[config.mk]
export PLATFORM = sky130hd
export DESIGN_NAME = integer_field_parser_flat
export DESIGN_NICKNAME = d
export VERILOG_FILES = /design/src/hw/rtl/ifp_pkg.sv /design/src/hw/rtl/ifp_if.sv /design/src/hw/rtl/ifp_front.sv /design/src/hw/rtl/ifp_queue.sv /design/src/hw/rtl/ifp_back.sv /design/src/hw/rtl/integer_field_parser.sv /design/src/flat_wrapper.sv
export SDC_FILE = /design/constraint.sdc
export NUM_CORES = 1
export LEC_CHECK = 0
export ABC_AREA = 0
export BUFFER_PORTS_ARGS = -buffer_cell sky130_fd_sc_hd__buf_2
export CORE_MARGIN = 8
export CORE_UTILIZATION = 40
export CTS_BUF_LIST = sky130_fd_sc_hd__clkbuf_2
export CTS_CLUSTER_SIZE = 8
export DETAILED_ROUTE_END_ITERATION = 7
export PLACE_DENSITY_LB_ADDON = 0.05
export SLEW_MARGIN = 10
export SYNTH_ARGS = -nofsm -noshare
export SYNTH_HDL_FRONTEND = slang
export SYNTH_SLANG_ARGS = --single-unit
[constraint.sdc]
create_clock -name clk -period 14 [get_ports clk]
set_clock_uncertainty 0.05 [all_clocks]
set_input_delay 0.7 -clock clk [delete_from_list [all_inputs] [get_ports clk]]
set_output_delay 0.7 -clock clk [all_outputs]
set_load 0.02 [all_outputs]
[src/hw/rtl/ifp_pkg.sv]
// Shared types and constants of the integer field parser.
// No dependencies; every other file of the block but ifp_if imports this package.
package ifp_pkg;

  // Base selection codes
  localparam logic [1:0] MODE_DEC  = 2'd0;
  localparam logic [1:0] MODE_OCT  = 2'd1;
  localparam logic [1:0] MODE_HEX  = 2'd2;
  localparam logic [1:0] MODE_AUTO = 2'd3;

  // Result status codes
  localparam logic [1:0] ST_OK        = 2'd0;
  localparam logic [1:0] ST_NO_MATCH  = 2'd1;
  localparam logic [1:0] ST_END_EARLY = 2'd2;

  // Configuration register indexes
  localparam logic [1:0] REG_BASE_MODE  = 2'd0;
  localparam logic [1:0] REG_MAX_WIDTH  = 2'd1;
  localparam logic [1:0] REG_STORE_SIZE = 2'd2;

  // Store size codes
  localparam logic [1:0] SIZE_8  = 2'd0;
  localparam logic [1:0] SIZE_16 = 2'd1;
  localparam logic [1:0] SIZE_32 = 2'd2;
  localparam logic [1:0] SIZE_64 = 2'd3;

  // Character codes
  localparam logic [7:0] CH_SPACE     = 8'h20;
  localparam logic [7:0] CH_TAB       = 8'h09;
  localparam logic [7:0] CH_CR        = 8'h0D;
  localparam logic [7:0] CH_MINUS     = 8'h2D;
  localparam logic [7:0] CH_PLUS      = 8'h2B;
  localparam logic [7:0] CH_ZERO      = 8'h30;
  localparam logic [7:0] CH_NINE      = 8'h39;
  localparam logic [7:0] CH_LOWER_BIT = 8'h20;
  localparam logic [7:0] CH_LC_A      = 8'h61;
  localparam logic [7:0] CH_LC_F      = 8'h66;
  localparam logic [7:0] CH_LC_X      = 8'h78;

  typedef enum logic [2:0] {
    PH_WS,
    PH_SIGN,
    PH_PREFIX,
    PH_AFTER0,
    PH_DIGITS
  } phase_t;

  // One classified item as it travels from the front to the back
  typedef struct packed {
    logic       eoi;
    logic       is_ws;
    logic       is_minus;
    logic       is_plus;
    logic       is_zero;
    logic       is_x;
    logic       is_hex;
    logic [3:0] digit;
  } char_class_t;

  typedef struct packed {
    logic [1:0]  base_mode;
    logic [15:0] max_width;
    logic [1:0]  store_size;
  } cfg_t;

endpackage

[src/hw/rtl/ifp_if.sv]
// Handshake channels of the integer field parser: characters in, results out,
// and the configuration write channel. No dependencies.
interface ifp_char_if;
  logic       valid;
  logic       ready;
  logic       cmd;
  logic [7:0] char_code;

  modport source (output valid, cmd, char_code, input ready);
  modport sink   (input valid, cmd, char_code, output ready);
endinterface

interface ifp_result_if;
  logic        valid;
  logic        ready;
  logic [63:0] value;
  logic [1:0]  status;
  logic        stop_char_kept;

  modport source (output valid, value, status, stop_char_kept, input ready);
  modport sink   (input valid, value, status, stop_char_kept, output ready);
endinterface

interface ifp_cfg_if;
  logic        valid;
  logic        ready;
  logic [1:0]  index;
  logic [15:0] data;

  modport source (output valid, index, data, input ready);
  modport sink   (input valid, index, data, output ready);
endinterface

[src/hw/rtl/ifp_front.sv]
// Front end: accepts characters and classifies them for the parser back end.
// Depends on ifp_pkg and the ifp_char_if interface.
module ifp_front import ifp_pkg::*; (
  ifp_char_if.sink    chars,
  input  logic        q_ready,
  output logic        q_push,
  output char_class_t q_entry
);

  logic [7:0] c;
  logic [7:0] lc;

  assign c  = chars.char_code;
  assign lc = c | CH_LOWER_BIT;

  assign chars.ready = q_ready;
  assign q_push      = chars.valid && q_ready;

  always_comb begin
    q_entry = '0;
    if (chars.cmd) begin
      // end of input carries no character class at all
      q_entry.eoi = 1'b1;
    end else begin
      q_entry.is_ws    = (c == CH_SPACE) || (c inside {[CH_TAB:CH_CR]});
      q_entry.is_minus = (c == CH_MINUS);
      q_entry.is_plus  = (c == CH_PLUS);
      q_entry.is_zero  = (c == CH_ZERO);
      q_entry.is_x     = (lc == CH_LC_X);
      if (c inside {[CH_ZERO:CH_NINE]}) begin
        q_entry.is_hex = 1'b1;
        q_entry.digit  = 4'(c - CH_ZERO);
      end else if (lc inside {[CH_LC_A:CH_LC_F]}) begin
        q_entry.is_hex = 1'b1;
        q_entry.digit  = 4'(lc - CH_LC_A + 8'd10);
      end
    end
  end

endmodule

[src/hw/rtl/ifp_queue.sv]
// Two-entry queue of classified items between front and back end.
// Depends on ifp_pkg.
module ifp_queue import ifp_pkg::*; (
  input  logic        clk,
  input  logic        rst,
  input  logic        push,
  input  char_class_t push_entry,
  output logic        push_ready,
  input  logic        pop,
  output logic        pop_valid,
  output char_class_t pop_entry
);

  localparam int unsigned DEPTH = 2;
  localparam int unsigned PTR_W = $clog2(DEPTH);
  localparam int unsigned CNT_W = $clog2(DEPTH + 1);

  char_class_t        slots [DEPTH];
  logic [PTR_W-1:0]   wr_ptr;
  logic [PTR_W-1:0]   rd_ptr;
  logic [CNT_W-1:0]   count;

  assign push_ready = (count != CNT_W'(DEPTH));
  assign pop_valid  = (count != '0);
  assign pop_entry  = slots[rd_ptr];

  always_ff @(posedge clk) begin
    if (rst) begin
      wr_ptr <= '0;
      rd_ptr <= '0;
      count  <= '0;
    end else begin
      if (push) wr_ptr <= wr_ptr + 1'b1;
      if (pop)  rd_ptr <= rd_ptr + 1'b1;
      case ({push, pop})
        2'b10:   count <= count + 1'b1;
        2'b01:   count <= count - 1'b1;
        default: count <= count;
      endcase
    end
  end

  always_ff @(posedge clk) begin
    if (push) slots[wr_ptr] <= push_entry;
  end

endmodule

[src/hw/rtl/ifp_back.sv]
// Back end: field state machine, digit accumulation and the result register.
// Depends on ifp_pkg and the ifp_result_if interface.
module ifp_back import ifp_pkg::*; #(
  parameter int unsigned WIDTH_BITS = 16
) (
  input  logic          clk,
  input  logic          rst,
  input  cfg_t          cfg,
  input  logic          q_valid,
  input  char_class_t   q_entry,
  output logic          q_pop,
  ifp_result_if.source  results
);

  localparam logic [31:0] WIDTH_CAP = 32'((64'd1 << WIDTH_BITS) - 64'd1);

  phase_t                phase, phase_next;
  logic [WIDTH_BITS-1:0] width_left, width_left_next;
  logic [63:0]           accum, accum_next;
  logic                  negative, negative_next;
  logic                  matched, matched_next;
  logic [1:0]            active_base, active_base_next;

  // state after this item, before any clearing at the end of a field
  phase_t                field_phase;
  logic [WIDTH_BITS-1:0] field_width;
  logic [63:0]           field_accum;
  logic                  field_neg;
  logic                  field_matched;
  logic [1:0]            field_base;

  logic                  step;
  logic                  cont;
  logic                  taken;
  logic                  done;
  logic                  width_hit;
  logic                  digit_ok;
  logic [63:0]           accum_upd;
  logic [WIDTH_BITS-1:0] width_load;

  logic                  emit;
  logic [1:0]            emit_status;
  logic                  emit_kept;
  logic [63:0]           signed_value;
  logic [63:0]           sized_value;

  logic                  out_valid;
  logic [63:0]           out_value;
  logic [1:0]            out_status;
  logic                  out_kept;

  assign step  = q_valid && (!out_valid || results.ready);
  assign q_pop = step;

  // saturate the width limit to what the counter holds
  assign width_load = ({16'd0, cfg.max_width} > WIDTH_CAP) ? WIDTH_CAP[WIDTH_BITS-1:0]
                                                          : WIDTH_BITS'(cfg.max_width);

  // Datapath: run the item through sign, prefix and digit phases
  always_comb begin
    field_phase   = phase;
    field_width   = width_left;
    field_accum   = accum;
    field_neg     = negative;
    field_matched = matched;
    field_base    = active_base;
    cont          = 1'b1;
    taken         = 1'b0;
    done          = 1'b0;
    width_hit     = 1'b0;
    digit_ok      = 1'b0;
    accum_upd     = accum;

    if (phase == PH_WS && !q_entry.eoi && !q_entry.is_ws) begin
      field_phase   = PH_SIGN;
      field_width   = width_load;
      field_accum   = '0;
      field_neg     = 1'b0;
      field_matched = 1'b0;
      field_base    = cfg.base_mode;
    end

    if (field_phase == PH_SIGN) begin
      field_phase = (field_base >= MODE_HEX) ? PH_PREFIX : PH_DIGITS;
      if (q_entry.is_minus) begin
        field_neg = 1'b1;
        taken     = 1'b1;
        cont      = 1'b0;
      end else if (q_entry.is_plus) begin
        taken = 1'b1;
        cont  = 1'b0;
      end
    end

    if (cont && field_phase == PH_PREFIX) begin
      if (q_entry.is_zero) begin
        field_phase = PH_AFTER0;
        taken       = 1'b1;
        cont        = 1'b0;
      end else begin
        if (field_base == MODE_AUTO) field_base = MODE_DEC;
        field_phase = PH_DIGITS;
      end
    end

    if (cont && field_phase == PH_AFTER0) begin
      field_phase = PH_DIGITS;
      if (q_entry.is_x) begin
        field_base = MODE_HEX;
        taken      = 1'b1;
        cont       = 1'b0;
      end else begin
        // a lone zero is already a match
        field_matched = 1'b1;
        if (field_base == MODE_AUTO) field_base = MODE_OCT;
      end
    end

    case (field_base)
      MODE_OCT: begin
        digit_ok  = q_entry.is_hex && (q_entry.digit < 4'd8);
        accum_upd = {field_accum[60:0], 3'b000} + 64'(q_entry.digit);
      end
      MODE_HEX: begin
        digit_ok  = q_entry.is_hex;
        accum_upd = {field_accum[59:0], 4'b0000} + 64'(q_entry.digit);
      end
      default: begin
        digit_ok  = q_entry.is_hex && (q_entry.digit < 4'd10);
        accum_upd = {field_accum[60:0], 3'b000} + {field_accum[62:0], 1'b0}
                    + 64'(q_entry.digit);
      end
    endcase

    if (cont && field_phase == PH_DIGITS) begin
      if (digit_ok) begin
        field_accum   = accum_upd;
        field_matched = 1'b1;
        taken         = 1'b1;
      end else begin
        done = 1'b1;
      end
    end

    if (taken && field_width != '0) begin
      field_width = field_width - 1'b1;
      if (field_width == '0) begin
        width_hit = 1'b1;
        if (field_phase == PH_AFTER0) field_matched = 1'b1;
      end
    end
  end

  // Outputs: decide whether this item closes the field
  always_comb begin
    emit        = 1'b0;
    emit_status = ST_OK;
    emit_kept   = 1'b0;
    if (phase == PH_WS && q_entry.eoi) begin
      emit        = 1'b1;
      emit_status = ST_END_EARLY;
    end else if (field_phase != PH_WS && (q_entry.eoi || done || width_hit)) begin
      emit        = 1'b1;
      emit_status = field_matched ? ST_OK : ST_NO_MATCH;
      emit_kept   = done && !q_entry.eoi;
    end
  end

  assign signed_value = field_neg ? (64'd0 - field_accum) : field_accum;

  always_comb begin
    case (cfg.store_size)
      SIZE_8:  sized_value = {{56{signed_value[7]}},  signed_value[7:0]};
      SIZE_16: sized_value = {{48{signed_value[15]}}, signed_value[15:0]};
      SIZE_32: sized_value = {{32{signed_value[31]}}, signed_value[31:0]};
      default: sized_value = signed_value;
    endcase
  end

  // Next state: clear everything once a result goes out
  always_comb begin
    if (emit) begin
      phase_next       = PH_WS;
      width_left_next  = '0;
      accum_next       = '0;
      negative_next    = 1'b0;
      matched_next     = 1'b0;
      active_base_next = MODE_DEC;
    end else begin
      phase_next       = field_phase;
      width_left_next  = field_width;
      accum_next       = field_accum;
      negative_next    = field_neg;
      matched_next     = field_matched;
      active_base_next = field_base;
    end
  end

  always_ff @(posedge clk) begin
    if (rst) begin
      phase       <= PH_WS;
      width_left  <= '0;
      accum       <= '0;
      negative    <= 1'b0;
      matched     <= 1'b0;
      active_base <= MODE_DEC;
      out_valid   <= 1'b0;
    end else begin
      if (step) begin
        phase       <= phase_next;
        width_left  <= width_left_next;
        accum       <= accum_next;
        negative    <= negative_next;
        matched     <= matched_next;
        active_base <= active_base_next;
      end
      if (step && emit) begin
        out_valid <= 1'b1;
      end else if (results.ready) begin
        out_valid <= 1'b0;
      end
    end
  end

  always_ff @(posedge clk) begin
    if (step && emit) begin
      out_value  <= (emit_status == ST_OK) ? sized_value : 64'd0;
      out_status <= emit_status;
      out_kept   <= emit_kept;
    end
  end

  assign results.valid          = out_valid;
  assign results.value          = out_value;
  assign results.status         = out_status;
  assign results.stop_char_kept = out_kept;

  a_fail_value_zero: assert property (@(posedge clk) disable iff (rst)
    out_valid && out_status != ST_OK |-> out_value == 64'd0)
    else $error("failed field carries a non-zero value");

  a_idle_state_clear: assert property (@(posedge clk) disable iff (rst)
    phase == PH_WS |-> accum == 64'd0 && !negative && !matched && active_base == MODE_DEC)
    else $error("field state left over while skipping whitespace");

  a_emit_clears: assert property (@(posedge clk) disable iff (rst)
    step && emit |=> phase == PH_WS && width_left == '0)
    else $error("field state not cleared after a result");

  a_kept_not_early: assert property (@(posedge clk) disable iff (rst)
    out_valid && out_kept |-> out_status != ST_END_EARLY)
    else $error("stop character flagged on an early end of input");

endmodule

[src/hw/rtl/integer_field_parser.sv]
// Top level of the integer field parser: configuration registers and the
// front, queue and back end. Depends on ifp_pkg, ifp_if, ifp_front, ifp_queue, ifp_back.

// Reads one integer field per run from a character stream, in the manner of a
// scanf integer conversion: whitespace is skipped, an optional sign and, in hex
// or auto mode, a 0x or leading-zero prefix are taken, then digits are
// accumulated modulo 2^64 within the max_width limit. A result goes out when
// the field ends: on a non-digit (stop_char_kept set, that character is not
// consumed), on end of input or when the width limit runs out. Sustained rate
// is one character per clock while the result channel is not stalled; the back
// end then takes one queued item a cycle. Each character passes through a queue slot,
// and a field's result is registered in the output register. Configuration writes
// are taken at any time but belong between fields; base_mode and max_width are latched
// at the first character of a field, store_size is applied when the result is formed.
module integer_field_parser import ifp_pkg::*; #(
  parameter int unsigned WIDTH_BITS = 16
) (
  input  logic         clk,
  input  logic         rst,
  ifp_cfg_if.sink      cfg,
  ifp_char_if.sink     chars,
  ifp_result_if.source results
);

  cfg_t        cfg_regs;
  logic        q_push;
  logic        q_ready;
  char_class_t q_entry;
  logic        q_pop;
  logic        q_valid;
  char_class_t q_head;

  assign cfg.ready = 1'b1;

  always_ff @(posedge clk) begin
    if (rst) begin
      cfg_regs.base_mode  <= MODE_DEC;
      cfg_regs.max_width  <= '0;
      cfg_regs.store_size <= SIZE_32;
    end else if (cfg.valid) begin
      case (cfg.index)
        REG_BASE_MODE:  cfg_regs.base_mode  <= cfg.data[1:0];
        REG_MAX_WIDTH:  cfg_regs.max_width  <= cfg.data;
        REG_STORE_SIZE: cfg_regs.store_size <= cfg.data[1:0];
        default:        ;
      endcase
    end
  end

  ifp_front u_front (
    .chars   (chars),
    .q_ready (q_ready),
    .q_push  (q_push),
    .q_entry (q_entry)
  );

  ifp_queue u_queue (
    .clk        (clk),
    .rst        (rst),
    .push       (q_push),
    .push_entry (q_entry),
    .push_ready (q_ready),
    .pop        (q_pop),
    .pop_valid  (q_valid),
    .pop_entry  (q_head)
  );

  ifp_back #(
    .WIDTH_BITS (WIDTH_BITS)
  ) u_back (
    .clk     (clk),
    .rst     (rst),
    .cfg     (cfg_regs),
    .q_valid (q_valid),
    .q_entry (q_head),
    .q_pop   (q_pop),
    .results (results)
  );

endmodule

[src/flat_wrapper.sv]
// flat-port wrapper written by rule: the top's interface ports become plain ports
module integer_field_parser_flat import ifp_pkg::*;
#(
  parameter int unsigned WIDTH_BITS = 16
)
  (clk, rst, cfg_valid, cfg_index, cfg_data, cfg_ready, chars_valid, chars_cmd, chars_char_code, chars_ready, results_valid, results_value, results_status, results_stop_char_kept, results_ready);
  ifp_cfg_if cfg_i ();
  ifp_char_if chars_i ();
  ifp_result_if results_i ();
  input  logic clk;
  input  logic rst;
  input wire logic [$bits(cfg_i.valid)-1:0] cfg_valid;
  input wire logic [$bits(cfg_i.index)-1:0] cfg_index;
  input wire logic [$bits(cfg_i.data)-1:0] cfg_data;
  output wire logic [$bits(cfg_i.ready)-1:0] cfg_ready;
  input wire logic [$bits(chars_i.valid)-1:0] chars_valid;
  input wire logic [$bits(chars_i.cmd)-1:0] chars_cmd;
  input wire logic [$bits(chars_i.char_code)-1:0] chars_char_code;
  output wire logic [$bits(chars_i.ready)-1:0] chars_ready;
  output wire logic [$bits(results_i.valid)-1:0] results_valid;
  output wire logic [$bits(results_i.value)-1:0] results_value;
  output wire logic [$bits(results_i.status)-1:0] results_status;
  output wire logic [$bits(results_i.stop_char_kept)-1:0] results_stop_char_kept;
  input wire logic [$bits(results_i.ready)-1:0] results_ready;
  assign cfg_i.valid = cfg_valid;
  assign cfg_i.index = cfg_index;
  assign cfg_i.data = cfg_data;
  assign cfg_ready = cfg_i.ready;
  assign chars_i.valid = chars_valid;
  assign chars_i.cmd = chars_cmd;
  assign chars_i.char_code = chars_char_code;
  assign chars_ready = chars_i.ready;
  assign results_valid = results_i.valid;
  assign results_value = results_i.value;
  assign results_status = results_i.status;
  assign results_stop_char_kept = results_i.stop_char_kept;
  assign results_i.ready = results_ready;
  integer_field_parser #(.WIDTH_BITS(WIDTH_BITS)) u_core (.clk(clk), .rst(rst), .cfg(cfg_i), .chars(chars_i), .results(results_i));
endmodule
==> implementation parameters <==
Parameter                              Value

Floorplanning
  Width of the die    244 um
  I/O pins    ~100
  Placeable core region    just over 50000 um^2
  DIE AREA    59500 um^2
  Height of the chip    244 um
  Cell row count    83
  Initial core utilization    0.404

Drt
  Pre-Repair DR Iteration Count    6
  Via-per-instance ratio    between 6 and 7
  Drt total wl    between 80 and 90 mm
  Routed wire per std cell    23.8 um
  Count of nets left with antenna violations after detail routing    0
  DRC errors left    0
  Violation count after the first detailed-routing iteration    roughly 2200
  Vias    about 22000

Yosys
  Top cell type by total area after synthesis    edfxtp_1
  Top post-synthesis cells by area    edfxtp_1 13%, dfxtp_1 11%, ha_1 7.8%
  Share of flip-flops with an asynchronous set or reset after synthesis    0
  Warnings, synthesis    0
  Post-Synthesis Net Count    slightly below 3000
  Number of synthesized register bits    approximately 200
  Post-synthesis cell type count    around 120
  Number of enable-type register cells in the synthesized netlist    89
  Gate count after technology mapping    between 2000 and 3000
  Sequential cell area fraction in the yosys report    0.237
  Portion of synthesized cell area occupied by the leading cell type    0.129
  Synthesized area    roughly 21000 um^2
  Post-synthesis average cell area    between 7 and 8 um^2
  Leading register cell type out of synthesis    dfxtp_1

Timing
  Relative slew margins    0.209
  Number of failing hold endpoints at the final stage    0
  Final setup vio count    0
  Shortest clock period the worst path allows after layout    8790 ps
  Final Max Tran Viols    0
  Final period utilization    0.628
  Final TNS setup    0 ps
  Fmax    approximately 110 MHz
  Slew of the pin with the lowest slew margin    about 1200 ps
  Unrepaired setup endpoints after global routing    no

Flow run
  Max-cap check violation count    0

Power and ir drop
  Clock Power Share    0.148
  Switching share of power    0.533
  Sequential Power Share    0.267
  Reported net switching power    between 1.5 and 2 mW
  Cell Int Power    1.45 mW
  Reported leakage power    roughly 8.7 nW
  VDD IR-drop max    between 150 and 200 uV
  Power share of the combinational group    0.585
  P per Cell Area    ~140 nW/um^2

Placement
  Placer congestion estimate    approximately 0.94
  Port-buffer cells    100
  Total half-perimeter wirelength after legalization and detailed placement    just over 60 mm
  DP Area    between 20000 and 25000 um^2

Critical path
  CP peak stage delay    roughly 880 ps
  CP required    14570 ps
  Worst path top cell family by delay    simple AND/OR/NAND/NOR gates
  CP Capture Type    register
  Number of buffers and inverters on the critical path    5
  Max stage delay cell, worst path    dfxtp_1
  Top cell by count, worst path    buf_4
  Arrival time of the worst setup path    roughly 9400 ps
  Critical Setup Path Class    reg2reg
  CP startpoint kind    register
  Critical path fanouts, max    40

Run status
  Run status    completed

GRT
  GRT met2 Usage    0.439
  Number of global-route vias before repair    20700
  Pin count of the biggest net entering global routing    83
  First-pass GRT wire length    126 mm
  Remaining global-route overflow    0
  Met3 track utilization from global routing    0.0408
  Layer with the highest usage    met2
  Routing usage on met1    0.339
  Overall fraction of global-route tracks in use    0.264
  Antenna violations before repair    1

Finish
  Area growth from synthesis to layout    7.07%
  Number of fill cells    around 5400
  Top library cells by usage in the layout, fill and taps aside    329 x nand2_1, 244 x a21oi_1, 236 x nor2_1
  Core utilization of the finished layout    0.433
  Share of cells above drive strength 1    0.117
  Final net count    approximately 3000
  Most common cell after layout, fill and taps aside    nand2_1
  Layout Cell Area excl Fill    approximately 22000 um^2

CTS
  Buffer count from post-CTS setup fixing    0
  Clock latency on the worst-skew pair    ~950 ps
  Total clock sinks    a little over 200
  Htree depth    2
  CTS Root Cell    clkbuf_2
  Clk pin slew, worst setup/hold paths    approximately 110 ps
  Largest buffer count on any clock path    3
  Clock tree from TritonCTS    done
  Inserted Clock Buffers    56

Min path
  Class of the tightest hold or removal check    in2reg
[final cells by class]
type,instances,area [um^2],area share
inverter,53,199,0.00894
antenna,1,2.50,0.000112
timing repair buffer,152,941,0.0423
tap,680,851,0.0382
multi-input combinational,2296,14800,0.665
sequential,202,4930,0.222
clock inverter,16,96.3,0.00433
clock buffer,86,430,0.0193
[cell usage after synthesis (28+ instances only)]
cell type / n
nor3_1: 84
and3_1: 39
a31oi_1: 37
a21oi_1: 244
nand4_1: 56
xor2_1: 47
o21ai_0: 129
a21o_1: 35
nand2_1: 329
nor2_1: 237
mux2i_1: 42
edfxtp_1: 89
a211oi_1: 28
xnor2_1: 79
or3_1: 30
inv_1: 50
dfxtp_1: 113
ha_1: 130
nor4_1: 42
a22oi_1: 31
nand3_1: 127
nand2b_1: 36
o21ai_1: 29
clkbuf_1: 136
and2_1: 63
buf_2: 31
[worst min-delay path: cells and delay by family]
family                 cells  cell delay [ps]
and+or+nand+nor            1              150
AOI/OAI and AO/OA          1               80
buffers and inverters      1               70
[metrics by stage]
step	setup slack, ps	power (mW)	std cells	hold WS [ps]
final	5210	3.12	3486	87.0
after global routing	4660	3.31	3486	15.7
after CTS	5360	3.12	3483	4.54
after detailed placement	5410	2.64	3364	409
after global placement	5610	2.63	3364	404
after floorplan	6440	2.08	2753	382
[cell families after synthesis]
| group | synth area share |
|---|---|
| AO/OA/AOI/OAI | 0.257 |
| XOR/XNOR | 0.0531 |
| adder cells (fa/ha/maj) | 0.0792 |
| buffers and inverters | 0.0533 |
| flip-flops | 0.237 |
| multiplexers | 0.0267 |
| other | 0.000180 |
| AND/OR/NAND/NOR | 0.294 |
[flip-flops by register name (all words and copies together) (netlist names), named ones only]
signal and cells:
u_core.u_back.width_left 16, u_core.u_back.results.stop_char_kept 1, u_core.u_queue.wr_ptr 1, u_core.u_queue.rd_ptr 1, u_core.u_back.results.valid 1, u_core.u_back.results.status 2, u_core.u_back.matched 1, u_core.u_back.negative 1
u_core.cfg_regs 20, u_core.u_back.results.value 64, u_core.u_queue.count 2, u_core.u_queue.slots 22, u_core.u_back.accum 64, u_core.u_back.active_base 2, u_core.u_back.phase 3
[final timing paths]
check                                     start                                             to  cells after the start  slack [ps]
max                                    register  u_core.u_back.results.value[62]$_SDFFCE_PP0P_                     28        5210
min                               results_ready       u_core.u_back.results.valid$_SDFFE_PP0P_                      3          90
max reg2reg                            register  u_core.u_back.results.value[62]$_SDFFCE_PP0P_                     28        5210
min reg2reg  u_core.u_back.matched$_SDFFE_PP0P_             u_core.u_back.matched$_SDFFE_PP0P_                      2         430
[power by group through the flow]
| stage | clock (mW) | combinational (mW) | sequential (mW) |
|---|---|---|---|
| 2_1_floorplan | 0 | 1.17 | 0.911 |
| 3_3_place_gp | 0 | 1.79 | 0.844 |
| 3_5_place_dp | 0 | 1.79 | 0.844 |
| 4_1_cts | 0.477 | 1.81 | 0.833 |
| 5_1_grt | 0.508 | 1.95 | 0.845 |
| 6_report | 0.463 | 1.82 | 0.832 |
[routing by layer]
metal  vias to the layer above  part of all wire
met4                         0             0.044
met2                       889              0.47
met3                       202             0.061
met5                         -                 0
met1                     10500              0.43
li1                      10300                 -
[timing repair]
action / 4_1_cts / 5_1_grt
hold buffers: 17 / 2
resized for setup: 0 / 0
endpoints found under the hold margin: 22 / 2
(Power assumes the default switching activity.)
